$ cat src/design/wsd_pkg.sv
// Package with shared types, constants and a conversion function for the WAVE stream decoder.
`default_nettype none
package wsd_pkg;
    localparam int MaxChannels = 8;
    localparam int FracBits    = 23;
    localparam int ChanW       = $clog2(MaxChannels + 1);
    localparam int SumW        = FracBits + 2 + ChanW;

    localparam logic [31:0] TagRiff = 32'h4646_4952;
    localparam logic [31:0] TagWave = 32'h4556_4157;
    localparam logic [31:0] TagFmt  = 32'h2074_6D66;
    localparam logic [31:0] TagData = 32'h6174_6164;

    localparam logic [3:0] StOk        = 4'd0;
    localparam logic [3:0] StShort     = 4'd1;
    localparam logic [3:0] StNotWave   = 4'd2;
    localparam logic [3:0] StNoData    = 4'd3;
    localparam logic [3:0] StZeroChan  = 4'd4;
    localparam logic [3:0] StZeroRate  = 4'd5;
    localparam logic [3:0] StBadFormat = 4'd6;
    localparam logic [3:0] StNoAudio   = 4'd7;
    localparam logic [3:0] StManyChan  = 4'd8;
    localparam logic [3:0] StFmtLate   = 4'd9;

    // Work handed from the parser to the mixer.
    typedef struct packed {
        logic                   smp;     // one complete channel sample
        logic                   is_float;
        logic [31:0]            word;
        logic                   last;    // frame closes with this sample
        logic                   eof;
        logic [3:0]             status;
        logic [31:0]            rate;
        logic [15:0]            chans;
        logic [15:0]            bits;
        logic                   fmt_float;
    } wsd_job_t;

    // Converts a raw sample word to signed fixed point.
    function automatic logic signed [FracBits+1:0] to_fixed(input logic [31:0] w,
                                                            input logic is_float);
        logic [7:0]  ex;
        logic [23:0] sig;
        logic [63:0] mag;
        int          sh;
        logic signed [FracBits+1:0] r;
        ex  = w[30:23];
        sig = {1'b1, w[22:0]};
        sh  = int'(ex) - 150 + FracBits;
        mag = '0;
        r   = '0;
        if (!is_float) begin
            r = (FracBits + 2)'($signed(w[31:16])) <<< (FracBits - 15);
        end else if (ex == 8'd0 || (ex == 8'hFF && w[22:0] != 23'd0)) begin
            r = '0;
        end else if (ex >= 8'd127) begin
            r = w[31] ? -((FracBits + 2)'(1) <<< FracBits)
                      : ((FracBits + 2)'(1) <<< FracBits) - 1;
        end else begin
            if (sh >= 0) mag = 64'(sig) << sh;
            else if (-sh >= 32) mag = '0;
            else mag = 64'(sig) >> (-sh);
            r = w[31] ? -$signed((FracBits + 2)'(mag)) : $signed((FracBits + 2)'(mag));
        end
        return r;
    endfunction
endpackage
`default_nettype wire

$ cat src/design/wsd_parser.sv
// Front part: walks the RIFF chunks byte by byte and hands samples and summaries to the queue.
`default_nettype none
module wsd_parser (
    input  wire logic              aclk,
    input  wire logic              aresetn,
    input  wire logic              in_valid,
    output logic                   in_ready,
    input  wire logic [7:0]        in_byte,
    input  wire logic              in_eof,
    output logic                   job_valid,
    output wsd_pkg::wsd_job_t      job,
    input  wire logic              job_ready
);
    typedef enum logic [2:0] {PH_RIFF, PH_HDR, PH_FMT, PH_DATA, PH_SKIP, PH_PAD, PH_HALT}
        phase_t;

    phase_t      phase_reg, phase_next;
    logic [31:0] off_reg, off_next, tag_reg, tag_next, left_reg, left_next;
    logic [31:0] rate_reg, rate_next, id_reg, id_next;
    logic [15:0] fmt_reg, fmt_next, chan_reg, chan_next, bits_reg, bits_next;
    logic [1:0]  seen_reg, seen_next;
    logic        pad_reg, pad_next, four_reg, four_next;
    logic [1:0]  bis_reg, bis_next;
    logic [wsd_pkg::ChanW-1:0] ci_reg, ci_next;
    logic [31:0] frames_reg, frames_next;
    logic [3:0]  fault_reg, fault_next;
    logic [2:0]  hpos_reg, hpos_next;
    logic [4:0]  bpos_reg, bpos_next;
    logic        fire, body, smp, last;
    logic [3:0]  st;

    assign in_ready = job_ready;
    assign fire     = in_valid && in_ready;

    always_comb begin
        tag_next = {in_byte, tag_reg[31:8]};
        phase_next = phase_reg; off_next = off_reg; left_next = left_reg;
        rate_next = rate_reg; id_next = id_reg; fmt_next = fmt_reg; chan_next = chan_reg;
        bits_next = bits_reg; seen_next = seen_reg; pad_next = pad_reg; four_next = four_reg;
        bis_next = bis_reg; ci_next = ci_reg; frames_next = frames_reg;
        fault_next = fault_reg; hpos_next = hpos_reg; bpos_next = bpos_reg;
        body = 1'b0; smp = 1'b0; last = 1'b0;
        unique case (phase_reg)
            PH_RIFF: begin
                if (off_reg == 32'd3 && tag_next != wsd_pkg::TagRiff) begin
                    fault_next = wsd_pkg::StNotWave; phase_next = PH_HALT;
                end else if (off_reg == 32'd11) begin
                    if (tag_next != wsd_pkg::TagWave) begin
                        fault_next = wsd_pkg::StNotWave; phase_next = PH_HALT;
                    end else begin
                        phase_next = PH_HDR; hpos_next = '0;
                    end
                end
            end
            PH_HDR: begin
                if (hpos_reg == 3'd3) id_next = tag_next;
                if (hpos_reg == 3'd7) begin
                    hpos_next = '0;
                    left_next = tag_next;
                    pad_next  = tag_next[0];
                    bpos_next = '0;
                    if (id_reg == wsd_pkg::TagFmt && tag_next >= 32'd16) begin
                        if (seen_reg[1]) begin
                            fault_next = wsd_pkg::StFmtLate; phase_next = PH_HALT;
                        end else begin
                            seen_next[0] = 1'b1; phase_next = PH_FMT;
                        end
                    end else if (id_reg == wsd_pkg::TagData && !seen_reg[1]) begin
                        seen_next[1] = 1'b1;
                        if (chan_reg == 16'd0) fault_next = wsd_pkg::StZeroChan;
                        else if (rate_reg == 32'd0) fault_next = wsd_pkg::StZeroRate;
                        else if (fmt_reg == 16'd3 && bits_reg == 16'd32) four_next = 1'b1;
                        else if (fmt_reg == 16'd1 && bits_reg == 16'd16) four_next = 1'b0;
                        else fault_next = wsd_pkg::StBadFormat;
                        if (fault_next == wsd_pkg::StOk
                            && chan_reg > 16'(wsd_pkg::MaxChannels))
                            fault_next = wsd_pkg::StManyChan;
                        if (fault_next != wsd_pkg::StOk) phase_next = PH_HALT;
                        else begin
                            bis_next = '0; ci_next = '0; phase_next = PH_DATA;
                        end
                    end else begin
                        phase_next = PH_SKIP;
                    end
                    if (phase_next != PH_HALT && tag_next == 32'd0) phase_next = PH_HDR;
                end else begin
                    hpos_next = hpos_reg + 3'd1;
                end
            end
            PH_FMT: begin
                if (bpos_reg == 5'd1) fmt_next = tag_next[31:16];
                else if (bpos_reg == 5'd3) chan_next = tag_next[31:16];
                else if (bpos_reg == 5'd7) rate_next = tag_next;
                else if (bpos_reg == 5'd15) bits_next = tag_next[31:16];
                if (bpos_reg < 5'd16) bpos_next = bpos_reg + 5'd1;
                body = 1'b1;
            end
            PH_DATA: begin
                if (bis_reg == (four_reg ? 2'd3 : 2'd1)) begin
                    bis_next = '0;
                    smp = 1'b1;
                    if (16'(ci_reg) + 16'd1 >= chan_reg) begin
                        last = 1'b1; ci_next = '0; frames_next = frames_reg + 32'd1;
                    end else begin
                        ci_next = ci_reg + 1'b1;
                    end
                end else begin
                    bis_next = bis_reg + 2'd1;
                end
                body = 1'b1;
            end
            PH_SKIP: body = 1'b1;
            PH_PAD:  begin phase_next = PH_HDR; hpos_next = '0; end
            PH_HALT: ;
            default: ;
        endcase
        if (body) begin
            left_next = left_reg - 32'd1;
            if (left_next == 32'd0) begin
                phase_next = pad_reg ? PH_PAD : PH_HDR; hpos_next = '0;
            end
        end
        if (off_reg != 32'hFFFF_FFFF) off_next = off_reg + 32'd1;

        if (off_next < 32'd12) st = wsd_pkg::StShort;
        else if (fault_next != wsd_pkg::StOk) st = fault_next;
        else if (!seen_next[1]) st = wsd_pkg::StNoData;
        else if (frames_next == 32'd0) st = wsd_pkg::StNoAudio;
        else st = wsd_pkg::StOk;

        job.smp       = smp;
        job.is_float  = four_reg;
        job.word      = tag_next;
        job.last      = last;
        job.eof       = in_eof;
        job.status    = st;
        job.rate      = rate_next;
        job.chans     = chan_next;
        job.bits      = bits_next;
        job.fmt_float = (fmt_next == 16'd3);
        job_valid     = fire && (smp || in_eof);
    end

    always_ff @(posedge aclk) begin
        if (!aresetn || (fire && in_eof)) begin
            phase_reg <= PH_RIFF; off_reg <= '0; tag_reg <= '0; left_reg <= '0;
            rate_reg <= '0; id_reg <= '0; fmt_reg <= '0; chan_reg <= '0; bits_reg <= '0;
            seen_reg <= '0; pad_reg <= 1'b0; four_reg <= 1'b0; bis_reg <= '0;
            ci_reg <= '0; frames_reg <= '0; fault_reg <= '0; hpos_reg <= '0;
            bpos_reg <= '0;
        end else if (fire) begin
            phase_reg <= phase_next; off_reg <= off_next; tag_reg <= tag_next;
            left_reg <= left_next; rate_reg <= rate_next; id_reg <= id_next;
            fmt_reg <= fmt_next; chan_reg <= chan_next; bits_reg <= bits_next;
            seen_reg <= seen_next; pad_reg <= pad_next; four_reg <= four_next;
            bis_reg <= bis_next; ci_reg <= ci_next; frames_reg <= frames_next;
            fault_reg <= fault_next; hpos_reg <= hpos_next; bpos_reg <= bpos_next;
        end
    end

    assert property (@(posedge aclk) disable iff (!aresetn)
        job_valid |-> (job.smp || job.eof)) else $error("empty job");
    assert property (@(posedge aclk) disable iff (!aresetn)
        (fire && phase_reg == PH_HALT) |-> !job.smp) else $error("sample after halt");
    assert property (@(posedge aclk) disable iff (!aresetn)
        (phase_reg == PH_DATA) |-> (16'(ci_reg) < chan_reg)) else $error("channel overrun");
endmodule
`default_nettype wire

$ cat src/design/wsd_queue.sv
// Short queue between the parser and the mixer.
`default_nettype none
module wsd_queue (
    input  wire logic              aclk,
    input  wire logic              aresetn,
    input  wire logic              wr_valid,
    output logic                   wr_ready,
    input  wire wsd_pkg::wsd_job_t wr_data,
    output logic                   rd_valid,
    input  wire logic              rd_ready,
    output wsd_pkg::wsd_job_t      rd_data
);
    wsd_pkg::wsd_job_t mem_reg [2];
    logic       wp_reg, rp_reg;
    logic [1:0] cnt_reg;
    logic       wr, rd;

    assign wr_ready = (cnt_reg != 2'd2);
    assign rd_valid = (cnt_reg != 2'd0);
    assign rd_data  = mem_reg[rp_reg];
    assign wr = wr_valid && wr_ready;
    assign rd = rd_valid && rd_ready;

    always_ff @(posedge aclk) begin
        if (wr) mem_reg[wp_reg] <= wr_data;
        if (!aresetn) begin
            wp_reg <= 1'b0; rp_reg <= 1'b0; cnt_reg <= '0;
        end else begin
            if (wr) wp_reg <= !wp_reg;
            if (rd) rp_reg <= !rp_reg;
            cnt_reg <= cnt_reg + {1'b0, wr} - {1'b0, rd};
        end
    end

    assert property (@(posedge aclk) disable iff (!aresetn) cnt_reg <= 2'd2)
        else $error("queue count overflow");
    assert property (@(posedge aclk) disable iff (!aresetn)
        (cnt_reg == 2'd0) |-> !rd) else $error("queue underflow");
    assert property (@(posedge aclk) disable iff (!aresetn)
        (wr && !rd) |=> (cnt_reg == $past(cnt_reg) + 2'd1)) else $error("count slip");
endmodule
`default_nettype wire

$ cat src/design/wsd_mixer.sv
// Back part: converts samples, sums a frame, divides by channel count and forms results.
`default_nettype none
module wsd_mixer (
    input  wire logic              aclk,
    input  wire logic              aresetn,
    input  wire logic              job_valid,
    output logic                   job_ready,
    input  wire wsd_pkg::wsd_job_t job,
    output logic                   m_valid,
    input  wire logic              m_ready,
    output logic [23:0]            m_sample,
    output logic                   m_svalid,
    output logic                   m_done,
    output logic [3:0]             m_status,
    output logic [31:0]            m_rate,
    output logic [15:0]            m_chans,
    output logic [15:0]            m_bits,
    output logic                   m_float,
    output logic [31:0]            m_frames
);
    localparam int SW = wsd_pkg::SumW;
    localparam int CW = wsd_pkg::ChanW;
    typedef enum logic [1:0] {S_TAKE, S_DIV, S_OUT} state_t;

    state_t state_reg;
    logic signed [SW-1:0] sum_reg;
    logic [SW-1:0]        rem_reg, quo_reg;
    logic [CW-1:0]        cnt_reg;
    logic [$clog2(SW+1)-1:0] step_reg;
    logic                 neg_reg, emit_reg;
    wsd_pkg::wsd_job_t    hold_reg;
    logic [31:0]          frames_reg;
    logic signed [SW-1:0] acc, sq;
    logic [SW-1:0]        mag, trial;
    logic [CW:0]          dv;

    assign job_ready = (state_reg == S_TAKE) && !m_valid;
    assign acc  = sum_reg + SW'(wsd_pkg::to_fixed(job.word, job.is_float));
    assign mag  = acc[SW-1] ? SW'(-acc) : SW'(acc);
    assign dv   = {1'b0, cnt_reg} + 1'b1;
    assign trial = {rem_reg[SW-2:0], quo_reg[SW-1]};
    assign sq    = neg_reg ? -$signed(quo_reg) : $signed(quo_reg);

    always_ff @(posedge aclk) begin
        if (!aresetn) begin
            state_reg <= S_TAKE; m_valid <= 1'b0; sum_reg <= '0; cnt_reg <= '0;
            frames_reg <= '0; emit_reg <= 1'b0;
        end else begin
            if (m_valid && m_ready) m_valid <= 1'b0;
            unique case (state_reg)
                S_TAKE: if (job_valid && job_ready) begin
                    hold_reg <= job;
                    emit_reg <= job.smp && job.last;
                    if (job.smp && job.last) begin
                        neg_reg <= acc[SW-1]; quo_reg <= mag; rem_reg <= '0;
                        step_reg <= '0; state_reg <= S_DIV;
                        frames_reg <= frames_reg + 32'd1;
                    end else begin
                        if (job.smp) begin
                            sum_reg <= acc; cnt_reg <= cnt_reg + 1'b1;
                        end
                        if (job.eof) state_reg <= S_OUT;
                    end
                end
                S_DIV: begin
                    // One restoring step per cycle, quotient shifts into quo_reg.
                    if (trial >= SW'(dv)) begin
                        rem_reg <= trial - SW'(dv); quo_reg <= {quo_reg[SW-2:0], 1'b1};
                    end else begin
                        rem_reg <= trial; quo_reg <= {quo_reg[SW-2:0], 1'b0};
                    end
                    step_reg <= step_reg + 1'b1;
                    if (step_reg == ($clog2(SW+1))'(SW - 1)) state_reg <= S_OUT;
                end
                S_OUT: begin
                    m_valid  <= 1'b1;
                    m_svalid <= emit_reg;
                    m_sample <= emit_reg ? sq[23:0] : 24'd0;
                    m_done   <= hold_reg.eof;
                    m_status <= hold_reg.eof ? hold_reg.status : 4'd0;
                    m_rate   <= hold_reg.eof ? hold_reg.rate : 32'd0;
                    m_chans  <= hold_reg.eof ? hold_reg.chans : 16'd0;
                    m_bits   <= hold_reg.eof ? hold_reg.bits : 16'd0;
                    m_float  <= hold_reg.eof && hold_reg.fmt_float;
                    m_frames <= hold_reg.eof ? frames_reg : 32'd0;
                    if (emit_reg) begin
                        sum_reg <= '0; cnt_reg <= '0;
                    end
                    if (hold_reg.eof) begin
                        frames_reg <= '0; sum_reg <= '0; cnt_reg <= '0;
                    end
                    state_reg <= S_TAKE;
                end
                default: state_reg <= S_TAKE;
            endcase
        end
    end

    assert property (@(posedge aclk) disable iff (!aresetn)
        (state_reg == S_DIV) |=> (state_reg == S_DIV || state_reg == S_OUT))
        else $error("divider left early");
    assert property (@(posedge aclk) disable iff (!aresetn)
        (state_reg == S_OUT) |=> m_valid) else $error("result not posted");
    assert property (@(posedge aclk) disable iff (!aresetn)
        (m_valid && !m_ready) |=> m_valid) else $error("result dropped");
endmodule
`default_nettype wire

$ cat src/design/wave_stream_decoder_downmix.sv
// Top level of the WAVE byte stream decoder with mono downmix.
`default_nettype none
// Channel | Dir | tdata                                  | tuser
// s_      | in  | file_byte[7:0]                         | -  (tlast = end_of_file)
// m_      | out | mono_sample, rate, chans, bits, frames  | sample_valid,done,was_float,status
// One byte request is taken per cycle while the queue has room.
// A frame end passes through the restoring divider of the mixer.
// A byte that gives no result puts no job into the queue.
// Reset is synchronous on aresetn low; the tlast request returns the parser to reset.
// Stalls on m_ fill the two-entry queue and then hold s_tready low.
module wave_stream_decoder_downmix (
    input  wire logic         aclk,
    input  wire logic         aresetn,
    input  wire logic         s_tvalid,
    output logic              s_tready,
    input  wire logic [7:0]   s_tdata,   // file_byte[7:0]
    input  wire logic         s_tlast,   // end_of_file
    output logic              m_tvalid,
    input  wire logic         m_tready,
    // mono_sample[23:0], rate_out[55:24], channels_out[71:56], bits_out[87:72],
    // frames_out[119:88]
    output logic [119:0]      m_tdata,
    // sample_valid[0], done_res[1], was_float[2], status[6:3]
    output logic [6:0]        m_tuser
);
    logic              jv, jr, qv, qr;
    wsd_pkg::wsd_job_t jd, qd;
    logic [23:0] smp;
    logic [31:0] rate, frames;
    logic [15:0] ch, bits;
    logic        sv, dn, fl;
    logic [3:0]  st;

    wsd_parser u_parser (.aclk, .aresetn, .in_valid(s_tvalid), .in_ready(s_tready),
        .in_byte(s_tdata), .in_eof(s_tlast), .job_valid(jv), .job(jd), .job_ready(jr));
    wsd_queue u_queue (.aclk, .aresetn, .wr_valid(jv), .wr_ready(jr), .wr_data(jd),
        .rd_valid(qv), .rd_ready(qr), .rd_data(qd));
    wsd_mixer u_mixer (.aclk, .aresetn, .job_valid(qv), .job_ready(qr), .job(qd),
        .m_valid(m_tvalid), .m_ready(m_tready), .m_sample(smp), .m_svalid(sv),
        .m_done(dn), .m_status(st), .m_rate(rate), .m_chans(ch), .m_bits(bits),
        .m_float(fl), .m_frames(frames));

    assign m_tdata = {frames, bits, ch, rate, smp};
    assign m_tuser = {st, fl, dn, sv};
endmodule
`default_nettype wire
$ cat config.mk
export PLATFORM = sky130hd
export DESIGN_NAME = wave_stream_decoder_downmix
export DESIGN_NICKNAME = d
export VERILOG_FILES = /design/src/design/wsd_pkg.sv /design/src/design/wsd_parser.sv /design/src/design/wsd_queue.sv /design/src/design/wsd_mixer.sv /design/src/design/wave_stream_decoder_downmix.sv
export SDC_FILE = /design/constraint.sdc
export NUM_CORES = 2
export LEC_CHECK = 0
export ABC_CLOCK_PERIOD_IN_PS = 12400
export BUFFER_PORTS_ARGS = -buffer_cell sky130_fd_sc_hd__buf_2
export CORE_UTILIZATION = 48
export CTS_CLUSTER_DIAMETER = 50
export DETAILED_ROUTE_END_ITERATION = 16
export GPL_TIMING_DRIVEN = 0
export SLEW_MARGIN = 40
export SYNTH_ARGS = -nofsm -noshare
export SYNTH_HDL_FRONTEND = slang
export SYNTH_HIERARCHICAL = 1
export SYNTH_SLANG_ARGS = --single-unit
export TNS_END_PERCENT = 5
$ cat constraint.sdc
create_clock -name aclk -period 12.4 [get_ports aclk]
set_input_delay 1.24 -clock aclk [delete_from_list [all_inputs] [get_ports aclk]]
set_output_delay 1.24 -clock aclk [all_outputs]
set_load 0.05 [all_outputs]
==> results.cfg <==
[global_routing]
antenna_found_initial = 3
grt_use_met1_pct = 37.7
grt_max_degree = 63
grt_pass1_vias = 33200
use_met3_pct = 4.15
busiest_layer = met2
grt_pass1_wl_mm = 198
use_met2_pct = 46.1
groute.usage.overall_pct = 28.1
overflow = 0

[cells_and_area]
nets = 4712
multi_input_area_sq_um = 21200
drive_gt1_share_pct = 15.5
seqCellArea_sq_um = 20700
areaGrowthSynthToFinish_pct = 14.2
fin_cells = 5882
largest_register_ffs = 210
nFillCells = 7970
fin_area_sq_um = 49500

[pwr]
seqPwrFrac_pct = 33.1
p_int_mw = 6.32
p_total_mw = 10.1
ir_worst_vdd_v = 0.000145
pwr-share-clk_pct = 30.0
netSwitchingFraction_pct = 37.5
p_switching_mw = 3.80
p_leak_nw = 17.9
combPwrFrac_pct = 36.9
powerDensity_nw_per_um2 = 205

[synth]
yosysWarnings = 6
ys_seq_elements = 800
netlist_area_sq_um = 43300
yosysMostFrequentCell = nor2_1
synth_fp_nets = 4459
synth_edf_count = 470
netlist.area_leader.share_pct = 32.6
netlist-cell-type-count = 118
synth_area_leaders = edfxtp_1 33%, dfxtp_1 15%, nor2_1 4.1%
yosysSeqAreaShare_pct = 47.8
yosysTopAreaCell = edfxtp_1
async_reset_ff_share_pct = 0
netlist_instances = 4375
synthTopCellsByCount = 471 x nor2_1, 470 x edfxtp_1, 421 x nand2_1
avgSynthCellArea_sq_um = 9.91
ys.flop_type = edfxtp_1

[placement]
gp_congestion = 0.984
place_area_sq_um = 45800
dp_cells = 5687
pre_cts_ws_ns = -1.42
post-dp-hpwl_mm = 93.7
numPortBuffers = 137

[timing]
skew_ns = 0.0745
hold_slack_ns = 0.450
hold_viol_final = 0
rsz0062_at_grt = false
maxSlewViolCount = 0
period_minus_slack_ns = 11.52
slew_headroom_pct = 37.6
setup_viol = 0
fmax_mhz = 86.8
layout_setup_ws_ns = 0.881
min_period_over_period_pct = 92.9
worstMarginPinSlew_ns = 0.935

[routing]
antenna_left = 0
vias = 35100
dr.pass1.iters = 6
wire_per_inst_microns = 22.2
drt_iter0_drc = 3139
via_per_inst = 5.97
finalWirelength_mm = 130
drc = 0

[clock_tree]
clock_latency_ns = 0.73
tritoncts = done
cts.sinks = 800
clockBufferDepth = 3
clk_pin_slew_worst_paths_ns = 0.06
hold_buffers = 0
cts_max_level = 3
cts_buffers = 100
cts_root_buf = clkbuf_16

[worst_setup_path]
r2r_slack_ns = 0.88
worstSetupEndpoint = u_mixer/quo_reg[27]
end_kind = flop
cp-start-kind = flop
arrival_ns = 11.97
worstSetupPathType = flop to flop
rr_endpoint = u_mixer/quo_reg[27]
crit_slowest_cell = a2111oi_1
crit_path_max_incr_delay_ns = 0.52
critical_path.max_fanout = 10
crit_required_ns = 12.85
worstRegToRegCells = 48

[run]
maxCapViolCount = 0

[die]
rows = 109
die_w_microns = 302
coreArea_sq_um = 88900
die_h_microns = 302
start_util_pct = 48.7
ios = 142
dieArea_sq_um = 91500

[min_path]
holdCritPathClass = flop to flop

[status]
status = finished, final reports clean
[critical path: cells and delay by family, from the launching register on]
family / cells / cell delay [ns]
compound gates: 15 / 4.12
xor+xnor: 1 / 0.19
fa+ha+maj: 4 / 1.19
buf+inv: 11 / 2.06
flops: 1 / 0.44
mux: 1 / 0.17
simple gates: 16 / 3.09
[layout by cell type (no fill, tap or decap), types with 30 or more instances in the layout]
cell type,n
xnor2_1,108
nor3_1,168
mux2i_1,100
mux2_2,143
mux2_4,50
or3_1,53
nand3_1,130
inv_1,71
edfxtp_1,470
xor2_1,84
and2_1,156
ha_1,68
and3_1,40
nor2b_1,57
nor2_1,467
or4_1,32
nand2_1,421
nand4_1,67
clkbuf_1,177
a21oi_1,254
dfxtp_1,330
a22oi_1,46
o21ai_0,161
a211oi_1,30
o31ai_1,36
nor4_1,91
buf_2,181
clkbuf_16,101
[metal layers]
layer / wire length, microns / up-vias
met5: 0 / -
met3: 8530 / 258
li1: - / 16600
met1: 56200 / 17000
met2: 61000 / 1269
met4: 4540 / 0
[worst min-delay path by stage]
stage	slack (ns)	startpoint	depth (start not counted)	to
after global routing	0.47	u_parser/id_reg[2]	2	u_parser/id_reg[2]
after floorplan	0.42	u_parser/tag_reg[24]	0	u_queue/mem_reg[0][87]
after CTS	0.45	u_parser/id_reg[29]	2	u_parser/id_reg[29]
final	0.45	u_parser/id_reg[29]	2	u_parser/id_reg[29]
after detailed placement	0.44	u_parser/tag_reg[26]	0	u_queue/mem_reg[0][89]
after global placement	0.43	u_parser/tag_reg[26]	0	u_queue/mem_reg[0][89]
[power groups by stage]
| stage | clock, mW | sequential [mW] | combinational [mW] |
|---|---|---|---|
| floorplan | 0 | 3.41 | 2.53 |
| global placement | 0 | 3.42 | 3.59 |
| detailed placement | 0 | 3.40 | 3.62 |
| CTS | 3.10 | 3.34 | 3.65 |
| global route | 3.21 | 3.37 | 4.01 |
| finish | 3.04 | 3.35 | 3.73 |
[cell type report]
| class | count | area share [%] |
|---|---|---|
| Clock buffer | 125 | 5.45 |
| Antenna cell | 1 | 0.00506 |
| Tap cell | 1165 | 2.95 |
| Buffer | 273 | 2.63 |
| Multi-Input combinational cell | 3224 | 42.9 |
| Clock inverter | 65 | 1.70 |
| Sequential cell | 800 | 41.9 |
| Inverter | 75 | 0.592 |
| Timing Repair Buffer | 154 | 1.91 |
[per-stage QoR]
stage                     setup TNS [ns]  util (%)
after floorplan                        0         -
after global placement            -37.81      51.1
after detailed placement          -35.43      51.5
after CTS                              0      55.5
after global routing                   0      55.6
final                                  0      55.6
[kinds of logic (layout without fill, tap and decap cells)]
logic type,Yosys count,after routing,synth area share [%]
AND/OR/NAND/NOR,1830,1830,21.1
AO/OA/AOI/OAI,806,806,12.3
flip-flops,800,800,47.8
buffers and inverters,351,692,3.62
multiplexers,315,315,8.82
XOR/XNOR,202,202,4.30
adder cells (fa/ha/maj),71,71,2.08
other,0,1,0
[what timing repair did]
item / in CTS / in global routing
endpoints found under the setup margin: 34 / 30
resized for setup: 8 / 12
pin swaps: 1 / 0
buffers inserted: 2 / 4
Power figures use the tool's default switching activity.
